### src/sv/hsvc_pkg.sv
// Package for the HSV to RGBA converter: item types, fixed-point constants
// and hue sector codes. Depends on nothing; every module of the block imports it.
package hsvc_pkg;

   typedef struct packed {
      logic [15:0] hue;
      logic [7:0]  saturation;
      logic [7:0]  brightness;
      logic [7:0]  alpha_in;
   } hsv_item_type;

   typedef struct packed {
      logic [7:0] red;
      logic [7:0] green;
      logic [7:0] blue;
      logic [7:0] alpha_out;
   } rgba_item_type;

   typedef struct packed {
      logic [2:0] sector;
      logic [9:0] weight;
      logic [7:0] saturation;
      logic [7:0] brightness;
      logic [7:0] alpha;
   } class_item_type;

   localparam logic [12:0] HUE_FULL   = 13'd5760;
   localparam logic [9:0]  HUE_SECTOR = 10'd960;
   localparam logic [7:0]  FULL8      = 8'd255;
   localparam logic [17:0] X_DEN      = 18'd244800;

   localparam logic [9:0]  HUE_RECIP       = 10'd728;
   localparam int          HUE_RECIP_SHIFT = 22;
   localparam logic [15:0] Z_RECIP         = 16'd32897;
   localparam int          Z_RECIP_SHIFT   = 23;
   localparam logic [26:0] X_RECIP         = 27'd71863506;
   localparam int          X_RECIP_SHIFT   = 44;

   localparam logic [2:0] SECTOR_RED     = 3'd0;
   localparam logic [2:0] SECTOR_YELLOW  = 3'd1;
   localparam logic [2:0] SECTOR_GREEN   = 3'd2;
   localparam logic [2:0] SECTOR_CYAN    = 3'd3;
   localparam logic [2:0] SECTOR_BLUE    = 3'd4;
   localparam logic [2:0] SECTOR_MAGENTA = 3'd5;

   localparam int QUEUE_DEPTH_DEFAULT = 2;

endpackage

### src/sv/hsvc_front.sv
// Front end of the HSV to RGBA converter: reduces the hue modulo a full turn
// and classifies it into a sector and a triangle weight. Uses hsvc_pkg.
module hsvc_front import hsvc_pkg::*; (
   input  logic           clock,
   input  logic           reset,
   input  logic           in_valid,
   input  hsv_item_type   in_data,
   input  logic           queue_full,
   output logic           busy,
   output logic           push,
   output class_item_type push_data
);

   logic           stall;
   logic           a_valid_ff, b_valid_ff, c_valid_ff;
   hsv_item_type   a_item_ff;
   logic [3:0]     a_quot_ff, a_quot_in;
   logic [25:0]    hue_prod;
   hsv_item_type   b_item_ff;
   logic [12:0]    b_hm_ff, b_hm_in;
   logic [16:0]    quot_times;
   logic [16:0]    hm_raw;
   class_item_type c_item_ff, c_item_in;
   logic [12:0]    sector_base;
   logic [9:0]     offset;

   assign stall = c_valid_ff && queue_full;
   assign busy  = stall;
   assign push  = c_valid_ff && !queue_full;
   assign push_data = c_item_ff;

   assign hue_prod  = in_data.hue * HUE_RECIP;
   assign a_quot_in = hue_prod[HUE_RECIP_SHIFT +: 4];

   assign quot_times = 17'(a_quot_ff) * 17'(HUE_FULL);
   assign hm_raw     = {1'b0, a_item_ff.hue} - quot_times;

   always_comb begin
      if (hm_raw >= 17'(HUE_FULL)) begin
         b_hm_in = hm_raw[12:0] - HUE_FULL;
      end else begin
         b_hm_in = hm_raw[12:0];
      end
   end

   always_comb begin
      if (b_hm_ff < 13'(HUE_SECTOR)) begin
         c_item_in.sector = SECTOR_RED;
         sector_base      = 13'd0;
      end else if (b_hm_ff < 13'(2 * HUE_SECTOR)) begin
         c_item_in.sector = SECTOR_YELLOW;
         sector_base      = 13'(HUE_SECTOR);
      end else if (b_hm_ff < 13'(3 * HUE_SECTOR)) begin
         c_item_in.sector = SECTOR_GREEN;
         sector_base      = 13'(2 * HUE_SECTOR);
      end else if (b_hm_ff < 13'(4 * HUE_SECTOR)) begin
         c_item_in.sector = SECTOR_CYAN;
         sector_base      = 13'(3 * HUE_SECTOR);
      end else if (b_hm_ff < 13'(5 * HUE_SECTOR)) begin
         c_item_in.sector = SECTOR_BLUE;
         sector_base      = 13'(4 * HUE_SECTOR);
      end else begin
         c_item_in.sector = SECTOR_MAGENTA;
         sector_base      = 13'(5 * HUE_SECTOR);
      end
      offset = 10'(b_hm_ff - sector_base);
      // Odd sectors fall towards the next primary, even sectors rise from one.
      if (c_item_in.sector[0]) begin
         c_item_in.weight = offset;
      end else begin
         c_item_in.weight = HUE_SECTOR - offset;
      end
      c_item_in.saturation = b_item_ff.saturation;
      c_item_in.brightness = b_item_ff.brightness;
      c_item_in.alpha      = b_item_ff.alpha_in;
   end

   always_ff @(posedge clock) begin
      if (reset) begin
         a_valid_ff <= 1'b0;
         b_valid_ff <= 1'b0;
         c_valid_ff <= 1'b0;
      end else if (!stall) begin
         a_valid_ff <= in_valid;
         b_valid_ff <= a_valid_ff;
         c_valid_ff <= b_valid_ff;
      end
   end

   always_ff @(posedge clock) begin
      if (!stall) begin
         a_item_ff <= in_data;
         a_quot_ff <= a_quot_in;
         b_item_ff <= a_item_ff;
         b_hm_ff   <= b_hm_in;
         c_item_ff <= c_item_in;
      end
   end

endmodule

### src/sv/hsvc_queue.sv
// Short queue between the front and back ends of the HSV to RGBA converter.
// Holds classified items; uses hsvc_pkg for the item type.
module hsvc_queue import hsvc_pkg::*; #(
   parameter int DEPTH = QUEUE_DEPTH_DEFAULT
) (
   input  logic           clock,
   input  logic           reset,
   input  logic           push,
   input  class_item_type push_data,
   input  logic           pop,
   output logic           full,
   output logic           not_empty,
   output class_item_type pop_data
);

   localparam int PW = (DEPTH > 1) ? $clog2(DEPTH) : 1;
   localparam int CW = $clog2(DEPTH + 1);

   class_item_type    store [DEPTH];
   logic [PW-1:0]     wr_ptr_ff, wr_ptr_in;
   logic [PW-1:0]     rd_ptr_ff, rd_ptr_in;
   logic [CW-1:0]     count_ff, count_in;
   logic              do_push, do_pop;

   assign full      = (count_ff == CW'(DEPTH));
   assign not_empty = (count_ff != '0);
   assign do_push   = push && !full;
   assign do_pop    = pop && not_empty;
   assign pop_data  = store[rd_ptr_ff];

   always_comb begin
      wr_ptr_in = wr_ptr_ff;
      rd_ptr_in = rd_ptr_ff;
      count_in  = count_ff;
      if (do_push) begin
         wr_ptr_in = (wr_ptr_ff == PW'(DEPTH - 1)) ? '0 : wr_ptr_ff + 1'b1;
      end
      if (do_pop) begin
         rd_ptr_in = (rd_ptr_ff == PW'(DEPTH - 1)) ? '0 : rd_ptr_ff + 1'b1;
      end
      if (do_push && !do_pop) begin
         count_in = count_ff + 1'b1;
      end else if (do_pop && !do_push) begin
         count_in = count_ff - 1'b1;
      end
   end

   always_ff @(posedge clock) begin
      if (reset) begin
         wr_ptr_ff <= '0;
         rd_ptr_ff <= '0;
         count_ff  <= '0;
      end else begin
         wr_ptr_ff <= wr_ptr_in;
         rd_ptr_ff <= rd_ptr_in;
         count_ff  <= count_in;
      end
   end

   always_ff @(posedge clock) begin
      if (do_push) begin
         store[wr_ptr_ff] <= push_data;
      end
   end

endmodule

### src/sv/hsvc_back.sv
// Back end of the HSV to RGBA converter: forms the zero and secondary
// channel levels in fixed point and places them by sector. Uses hsvc_pkg.
module hsvc_back import hsvc_pkg::*; (
   input  logic           clock,
   input  logic           reset,
   input  logic           in_valid,
   input  class_item_type in_data,
   output logic           out_valid,
   output rgba_item_type  out_data
);

   logic          s1_valid_ff, s2_valid_ff, s3_valid_ff;
   logic [17:0]   s1_prod_ff, s1_prod_in;
   logic [15:0]   s1_zero_ff, s1_zero_in;
   logic [7:0]    s1_val_ff, s1_alpha_ff, s2_val_ff, s2_alpha_ff;
   logic [2:0]    s1_sector_ff, s2_sector_ff;
   logic [17:0]   x_num;
   logic [25:0]   s2_xn_ff, s2_xn_in;
   logic [31:0]   zero_prod;
   logic [7:0]    s2_zq_ff, s2_zq_in;
   logic [52:0]   x_prod;
   logic [7:0]    x_level;
   rgba_item_type s3_item_ff, s3_item_in;

   assign s1_prod_in = 18'(in_data.saturation) * 18'(in_data.weight);
   assign s1_zero_in = 16'(in_data.brightness) * 16'(FULL8 - in_data.saturation);

   assign x_num     = X_DEN - s1_prod_ff;
   assign s2_xn_in  = 26'(s1_val_ff) * 26'(x_num);
   assign zero_prod = 32'(s1_zero_ff) * 32'(Z_RECIP);
   assign s2_zq_in  = zero_prod[Z_RECIP_SHIFT +: 8];

   assign x_prod  = 53'(s2_xn_ff) * 53'(X_RECIP);
   assign x_level = x_prod[X_RECIP_SHIFT +: 8];

   always_comb begin
      s3_item_in.alpha_out = s2_alpha_ff;
      case (s2_sector_ff)
         SECTOR_RED: begin
            s3_item_in.red   = s2_val_ff;
            s3_item_in.green = x_level;
            s3_item_in.blue  = s2_zq_ff;
         end
         SECTOR_YELLOW: begin
            s3_item_in.red   = x_level;
            s3_item_in.green = s2_val_ff;
            s3_item_in.blue  = s2_zq_ff;
         end
         SECTOR_GREEN: begin
            s3_item_in.red   = s2_zq_ff;
            s3_item_in.green = s2_val_ff;
            s3_item_in.blue  = x_level;
         end
         SECTOR_CYAN: begin
            s3_item_in.red   = s2_zq_ff;
            s3_item_in.green = x_level;
            s3_item_in.blue  = s2_val_ff;
         end
         SECTOR_BLUE: begin
            s3_item_in.red   = x_level;
            s3_item_in.green = s2_zq_ff;
            s3_item_in.blue  = s2_val_ff;
         end
         default: begin
            s3_item_in.red   = s2_val_ff;
            s3_item_in.green = s2_zq_ff;
            s3_item_in.blue  = x_level;
         end
      endcase
   end

   always_ff @(posedge clock) begin
      if (reset) begin
         s1_valid_ff <= 1'b0;
         s2_valid_ff <= 1'b0;
         s3_valid_ff <= 1'b0;
      end else begin
         s1_valid_ff <= in_valid;
         s2_valid_ff <= s1_valid_ff;
         s3_valid_ff <= s2_valid_ff;
      end
   end

   always_ff @(posedge clock) begin
      s1_prod_ff   <= s1_prod_in;
      s1_zero_ff   <= s1_zero_in;
      s1_val_ff    <= in_data.brightness;
      s1_alpha_ff  <= in_data.alpha;
      s1_sector_ff <= in_data.sector;
      s2_xn_ff     <= s2_xn_in;
      s2_zq_ff     <= s2_zq_in;
      s2_val_ff    <= s1_val_ff;
      s2_alpha_ff  <= s1_alpha_ff;
      s2_sector_ff <= s1_sector_ff;
      s3_item_ff   <= s3_item_in;
   end

   assign out_valid = s3_valid_ff;
   assign out_data  = s3_item_ff;

endmodule

### src/sv/hsv_to_rgba_converter_unit.sv
// Top level of the HSV to RGBA converter: front end, queue and back end.
// Depends on hsvc_pkg, hsvc_front, hsvc_queue and hsvc_back.
//
//   channel   ports                       direction  transfer
//   request   start, busy, req_data       in         start high and busy low
//   response  rsp_valid, rsp_data         out        one-cycle strobe, no hold-off
//
// One item is accepted per clock while busy is low. The result passes through
// three front stages, the queue and three back stages: the two multiplier
// stages and the output register.
// Reset clears the valid flags of every stage and empties the queue.
// The back end never stalls, so busy stays low unless QUEUE_DEPTH is one.
module hsv_to_rgba_converter_unit import hsvc_pkg::*; #(
   parameter int QUEUE_DEPTH = QUEUE_DEPTH_DEFAULT
) (
   input  logic          clock,
   input  logic          reset,
   input  logic          start,
   output logic          busy,
   input  hsv_item_type  req_data,
   output logic          rsp_valid,
   output rgba_item_type rsp_data
);

   logic           front_push;
   class_item_type front_data;
   logic           queue_full;
   logic           queue_not_empty;
   class_item_type queue_data;

   hsvc_front u_front (
      .clock      (clock),
      .reset      (reset),
      .in_valid   (start && !busy),
      .in_data    (req_data),
      .queue_full (queue_full),
      .busy       (busy),
      .push       (front_push),
      .push_data  (front_data)
   );

   hsvc_queue #(
      .DEPTH (QUEUE_DEPTH)
   ) u_queue (
      .clock     (clock),
      .reset     (reset),
      .push      (front_push),
      .push_data (front_data),
      .pop       (queue_not_empty),
      .full      (queue_full),
      .not_empty (queue_not_empty),
      .pop_data  (queue_data)
   );

   hsvc_back u_back (
      .clock     (clock),
      .reset     (reset),
      .in_valid  (queue_not_empty),
      .in_data   (queue_data),
      .out_valid (rsp_valid),
      .out_data  (rsp_data)
   );

endmodule

### config.mk
export PLATFORM = sky130hd
export DESIGN_NAME = hsv_to_rgba_converter_unit
export DESIGN_NICKNAME = d
export VERILOG_FILES = /design/src/sv/hsvc_pkg.sv /design/src/sv/hsvc_front.sv /design/src/sv/hsvc_queue.sv /design/src/sv/hsvc_back.sv /design/src/sv/hsv_to_rgba_converter_unit.sv
export SDC_FILE = /design/constraint.sdc
export NUM_CORES = 2
export LEC_CHECK = 0
export BUFFER_PORTS_ARGS = -buffer_cell sky130_fd_sc_hd__buf_4
export CAP_MARGIN = 20
export CORE_MARGIN = 3
export CORE_UTILIZATION = 23
export DETAILED_ROUTE_END_ITERATION = 6
export PLACE_DENSITY = 0.42
export SLEW_MARGIN = 0
export SYNTH_ARGS = -nofsm -noshare
export SYNTH_HDL_FRONTEND = slang
export SYNTH_SLANG_ARGS = --single-unit
### constraint.sdc
create_clock -name clock -period 15.9 [get_ports clock]
set_input_delay 0.795 -clock clock [delete_from_list [all_inputs] [get_ports clock]]
set_output_delay 0.795 -clock clock [all_outputs]
set_load 0.02 [all_outputs]
Word level (Yosys, flattened, before mapping)
Memories as Yosys holds them, arrays and structs flattened. A register that Yosys moved wholly into a read port is not among the register bits.
Index checks and enable logic that the tools add are counted.
{"block": "totals", "reg_bits": 266, "memories": 1, "ramBits": 74, "word_cells": 104}
{"memory": "u_queue.store", "depth": 2, "width": 37, "read_ports": 1, "rd_ports_with_merged_regs": 1, "wr": 1, "line": "hsvc_queue.sv:19", "source": "class_item_type store [DEPTH];"}
{"block": "classes", "n_reduce_logical": 15, "add_sub_neg": 10, "magnitude_cmp": 6, "eq_ne": 5, "muxes": 21, "multipliers": 7}
{"op": "$pmux 24 s5", "n": 1}
{"op": "$mul 26x26->51 const B", "n": 1}
{"op": "$mux 10", "n": 5}
{"op": "$mul 16x16->31 const B", "n": 1}
{"op": "$lt 13x12->1 const B", "n": 2}
{"op": "$mul 8x18->26", "n": 1}
{"op": "$mul 16x7->23 const B", "n": 1}
{"op": "$mul 8x10->18", "n": 1}
{"op": "$sub 18x18->18 const A", "n": 1}
{"op": "$ge 17x13->1 const B", "n": 1}
{"op": "$sub 16x17->17", "n": 1}
{"op": "$mul 8x16->16", "n": 1}
{"op": "$lt 13x10->1 const B", "n": 1}
{"op": "$lt 13x11->1 const B", "n": 1}
{"op": "$lt 13x13->1 const B", "n": 1}
{"op": "$mux 13", "n": 1}
{"op": "$sub 13x13->13 const B", "n": 1}
{"op": "$mul 4x6->10 const B", "n": 1}
{"op": "$sub 10x10->10", "n": 1}
{"op": "$sub 10x10->10 const A", "n": 1}
{"op": "$mux 1", "n": 9}
{"op": "$mux 9", "n": 1}
{"op": "$sub 8x8->9 const A", "n": 1}
{"op": "$mux 2", "n": 4}
{"op": "13 further kinds", "n": 24}

Logic depth before layout (Yosys ltp)
{"block": "depth", "depth_word": 9, "depth_mapped": 27, "ltp_nobuf": 26}

Hierarchy
A second synthesis with hierarchy kept.
{"block": "hier_totals", "hier_cells": 3011, "hier_area_um2": 32509.9}
{"module": "hsvc_back", "area_each_um2": 22930.7, "cells_each": 2413, "instances": 1}
{"module": "hsvc_front", "area_each_um2": 6678.9, "cells_each": 457, "instances": 1}
{"module": "hsvc_queue", "area_each_um2": 2886.5, "cells_each": 140, "instances": 1}
{"module": "hsv_to_rgba_converter_unit", "area_each_um2": 13.8, "cells_each": 1, "instances": 1}

Worst setup path before layout
Ideal clock, no wire load.
{"block": "synth_timing", "kind": "register to register", "start": "reg u_back.s2_xn_ff[15]", "end": "reg u_back.s3_item_ff, in the netlist u_back.out_data[22]", "period_less_slack_ps": 6099, "slack_ps": 9801, "t_arrival_ps": 6038, "setup_ps": 62, "path_stages_with_launch": 25, "cell_sequence": "dfxtp_1 ha_1 fa_1 inv_1 fa_1 inv_1 ha_1 inv_1 fa_1 inv_1 fa_1 inv_1 fa_1 inv_1 ha_1 nand4_1 nor2_1 and3_1 a221oi_1 a31oi_1 or2_1 buf_6 o21a_4 or4_1 nand3_1"}
{"element": "start, declared", "line": "hsvc_back.sv:18", "source": "logic [25:0] s2_xn_ff, s2_xn_in;"}
{"element": "start signal, assigned", "line": "hsvc_back.sv:90", "source": "s2_xn_ff <= s2_xn_in;"}
{"element": "end signal, assigned", "line": "hsvc_back.sv:95", "source": "s3_item_ff <= s3_item_in;"}
{"element": "end, declared", "line": "hsvc_back.sv:23", "source": "rgba_item_type s3_item_ff, s3_item_in;"}

==> summary.md <==
| Metric | Value |
|---|---|
| DR vias | `around 20000` |
| Clock Tree Buf Depth | `3` |
| Syn_area_per_cell | `10.6 µm²` |
| Ys flop type | `edfxtp_1` |
| Max_cap viols | `0` |
| CTS sink count | `341` |
| R2R setup slack | `around 9.1 ns` |
| Final hold vios | `0` |
| Synth Instances | `3022` |
| Final WS setup | `9.06 ns` |
| Worst reg2reg path depth | `21` |
| Clk root buf | `clkbuf_16` |
| Via/cell ratio | `4.04` |
| Share of post-route cells with drive strength above 1 | `roughly 6.7%` |
| Worst-Margin Slew | `0.952 ns` |
| Tmin final | `6.84 ns` |
| CTS tree | `done` |
| Layout area overhead | `13.7%` |
| Post-CTS Setup Bufs | `0` |
| Number of port buffers | `76` |
| Antenna viol nets, final | `0` |
| Yosys reg bits | `between 300 and 400` |
| Clock Latency Late Sink | `0.61 ns` |
| Final setup viols | `0` |
| CP peak stage delay | `0.71 ns` |
| Clock skew | `around 0.043 ns` |
| Die width | `380 µm` |
| PostCTS Resize Cnt | `0` |
| Relative slew slack | `a little over a third` |
| Crit path kind | `flip-flop to flip-flop` |
| Post-CTS Hold Fix Bufs | `0` |
| Die Ht | `380 µm` |
| Critical-path maximum fanout | `8` |
| Setup crit start kind | `flip-flop` |
| Worst r2r src | `u_back.s2_xn_ff[24]` |
| Final HPWL DP | `61000 µm` |
| Global-route wire length before repair | `122000 µm` |
| Reg2reg end | `u_back.out_data[26]` |
| Routed Wire Length | `74900 µm` |
| Fmax | `about 150 MHz` |
| Critical Path Source | `u_back.s2_xn_ff[24]` |
| Synth async-reset ratio | `0%` |
| Worst hold path startpoint | `u_back.s1_alpha_ff[3]` |
| Global route overflow | `0` |
| Critical Path End Type | `flip-flop` |
| Setup TNS | `0 ns` |
| Hold/Removal Path Class | `flip-flop to flip-flop` |
| # rows | `about 140` |
| Post-route DRC violation count | `0` |
| Synthesized area | `~32000 µm²` |
| # H-tree levels | `2` |
| Synth cell types | `77` |
| CP Cell Sequence | `inv_1, ha_1, inv_1, ha_1, fa_1, ha_1, fa_1, fa_1, inv_1, fa_1, inv_1, ha_1, nand2_1, nor2_1, and3_1, nand4_1, nand3_1, a211oi_1, nor3_1, a2111oi_0, a211oi_1` |
| Status | `completed` |
| GRT Util Overall | `10.6%` |
| Net count, final | `4063` |
| Worst slack, placed | `9.02 ns` |
| Sequential cell area fraction in the yosys report | `27.3%` |
| Initial antenna violation count | `1` |
| Post-synth EDFFs | `~190` |
| Number of global-route vias before repair | `22000` |
| Clk slew on worst S/H paths | `0.06 ns` |
| DIE AREA | `144000 µm²` |
| Tcrit/Tclk final | `between 40% and 50%` |
| Largest net degree at the start of global routing | `67` |
| Hold endpoint | `u_back.s2_alpha_ff[3]` |
| Starting Density | `23.3%` |
| I/O pins | `slightly below 80` |
| Pins over their slew limit | `0` |
| Crit path arrival time | `7.33 ns` |
| Worst path slowest cell | `nor3_1` |
| Routability congestion estimate | `0.800` |
| Critical Path RT | `16.39 ns` |
| First-pass detailed-route iteration total | `5` |
| Hold Path Stages | `0` |
| Iteration-0 DRC Markers | `roughly 740` |
| TritonCTS buffer count | `44` |
| Unrepaired setup endpoints after global routing | `no` |
| Wire per inst | `15.0 µm` |
| Yosys warns | `0` |
| Synth Net Count | `3972` |
| Core Area | `between 100000 and 150000 µm²` |
## kinds of logic (layout without fill, tap and decap cells)
logic type	after synthesis	after routing	synth area share, %
other	0	1	0
flip-flops	341	341	27.3
AO/OA/AOI/OAI	321	321	6.65
multiplexers	61	61	2.01
adder cells (fa/ha/maj)	907	907	44.2
AND/OR/NAND/NOR	615	615	9.02
buffers and inverters	672	797	7.97
XOR/XNOR	105	105	2.86
## per-layer routing
metal  up-vias  part of all wire [%]  GRT usage (%)
met5         -                     0              0
met4         0                   2.7           3.19
met3        93                   3.0           1.45
met2       241                    48           18.2
met1      9867                    46           13.8
li1      10100                     -              -
## how the worst max path moves through the flow
stage                           to  slack (ns)
4_1_cts        u_back.out_data[26]        8.97
3_5_place_dp   u_back.out_data[26]        9.02
5_1_grt        u_back.out_data[26]        8.64
3_3_place_gp   u_back.out_data[26]        8.94
6_report       u_back.out_data[26]        9.06
2_1_floorplan  u_back.out_data[22]        9.80
## layout by cell type (no fill, tap or decap), types with 13 or more instances in the layout
cell | netlist | final
inv_1 | 622 | 622
ha_1 | 527 | 527
fa_1 | 380 | 380
edfxtp_1 | 192 | 192
nand2_1 | 190 | 190
nor2_1 | 173 | 172
dfxtp_1 | 149 | 147
buf_4 | 1 | 95
a21oi_1 | 84 | 84
and2_1 | 82 | 82
xnor2_1 | 60 | 60
o21ai_0 | 59 | 59
clkbuf_16 | 0 | 48
xor2_1 | 45 | 45
a21o_1 | 38 | 38
nor3_1 | 35 | 35
mux2i_1 | 34 | 34
mux2_2 | 27 | 27
nand3_1 | 24 | 24
nor2b_1 | 21 | 21
and3_1 | 21 | 20
nand2b_1 | 20 | 20
a31oi_1 | 18 | 18
a211oi_1 | 13 | 13
o21a_1 | 13 | 13
## synthesized netlist by cell type, types with 13 or more instances
cell type | number | share of area, %
xnor2_1 | 60 | 1.6
and2_1 | 82 | 1.6
xor2_1 | 45 | 1.2
mux2i_1 | 34 | 1.1
nor2b_1 | 21 | 0.41
clkbuf_1 | 40 | 0.47
nand2_1 | 190 | 2.2
nor3_1 | 35 | 0.55
a21oi_1 | 84 | 1.3
nand2b_1 | 20 | 0.39
a31oi_1 | 18 | 0.35
o21a_1 | 13 | 0.30
fa_1 | 380 | 24
nor2_1 | 173 | 2.0
and3_1 | 21 | 0.41
inv_1 | 622 | 7.3
a21o_1 | 38 | 0.89
nand3_1 | 24 | 0.37
dfxtp_1 | 149 | 9.3
o21ai_0 | 59 | 0.92
a211oi_1 | 13 | 0.30
mux2_2 | 27 | 0.95
ha_1 | 527 | 21
edfxtp_1 | 192 | 18
## flip-flops by register name, indices dropped and copies added, names as in the netlist, 4 cells and up, named ones only
name                cells
u_queue.store          74
u_front.a_item_ff      40
u_front.push_data      37
u_back.out_data        32
u_back.s2_xn_ff        26
u_front.b_item_ff      24
u_back.s1_prod_ff      18
u_back.s1_zero_ff      16
u_front.b_hm_ff        13
u_back.s1_alpha_ff      8
u_back.s1_val_ff        8
u_back.s2_alpha_ff      8
u_back.s2_val_ff        8
u_back.s2_zq_ff         8
u_front.a_quot_ff       4
## critical path: cells and delay by family, from the launching register on
kind | cells | cell delay, ns
adders and majority gates | 8 | 3.32
and+or+nand+nor | 6 | 1.82
DFF | 1 | 0.63
AOI/OAI and AO/OA | 3 | 0.59
buffers and inverters | 4 | 0.36
## metrics by stage
step	util (%)	area (µm²)	hold WS (ns)	instances
after floorplan	-	32100	0.310	3022
after global placement	25.3	34900	0.313	4930
after detailed placement	25.3	34900	0.312	4930
after CTS	26.4	36500	0.295	5010
after global routing	26.4	36500	0.313	5010
final	26.4	36500	0.323	5011
## area by class of cell
| cell class | instances | area (µm²) |
|---|---|---|
| fill | 14600 | 102000 |
| multi-input combinational | 2009 | 20800 |
| sequential | 341 | 8750 |
| inverter | 622 | 2330 |
| tap | 1863 | 2330 |
| clock buffer | 61 | 1290 |
| timing repair buffer | 95 | 713 |
| clock inverter | 19 | 268 |
| antenna | 1 | 2.50 |
Power is not shown: default switching activity piles up to over one toggle a cycle in this logic, so the estimate is an artifact.
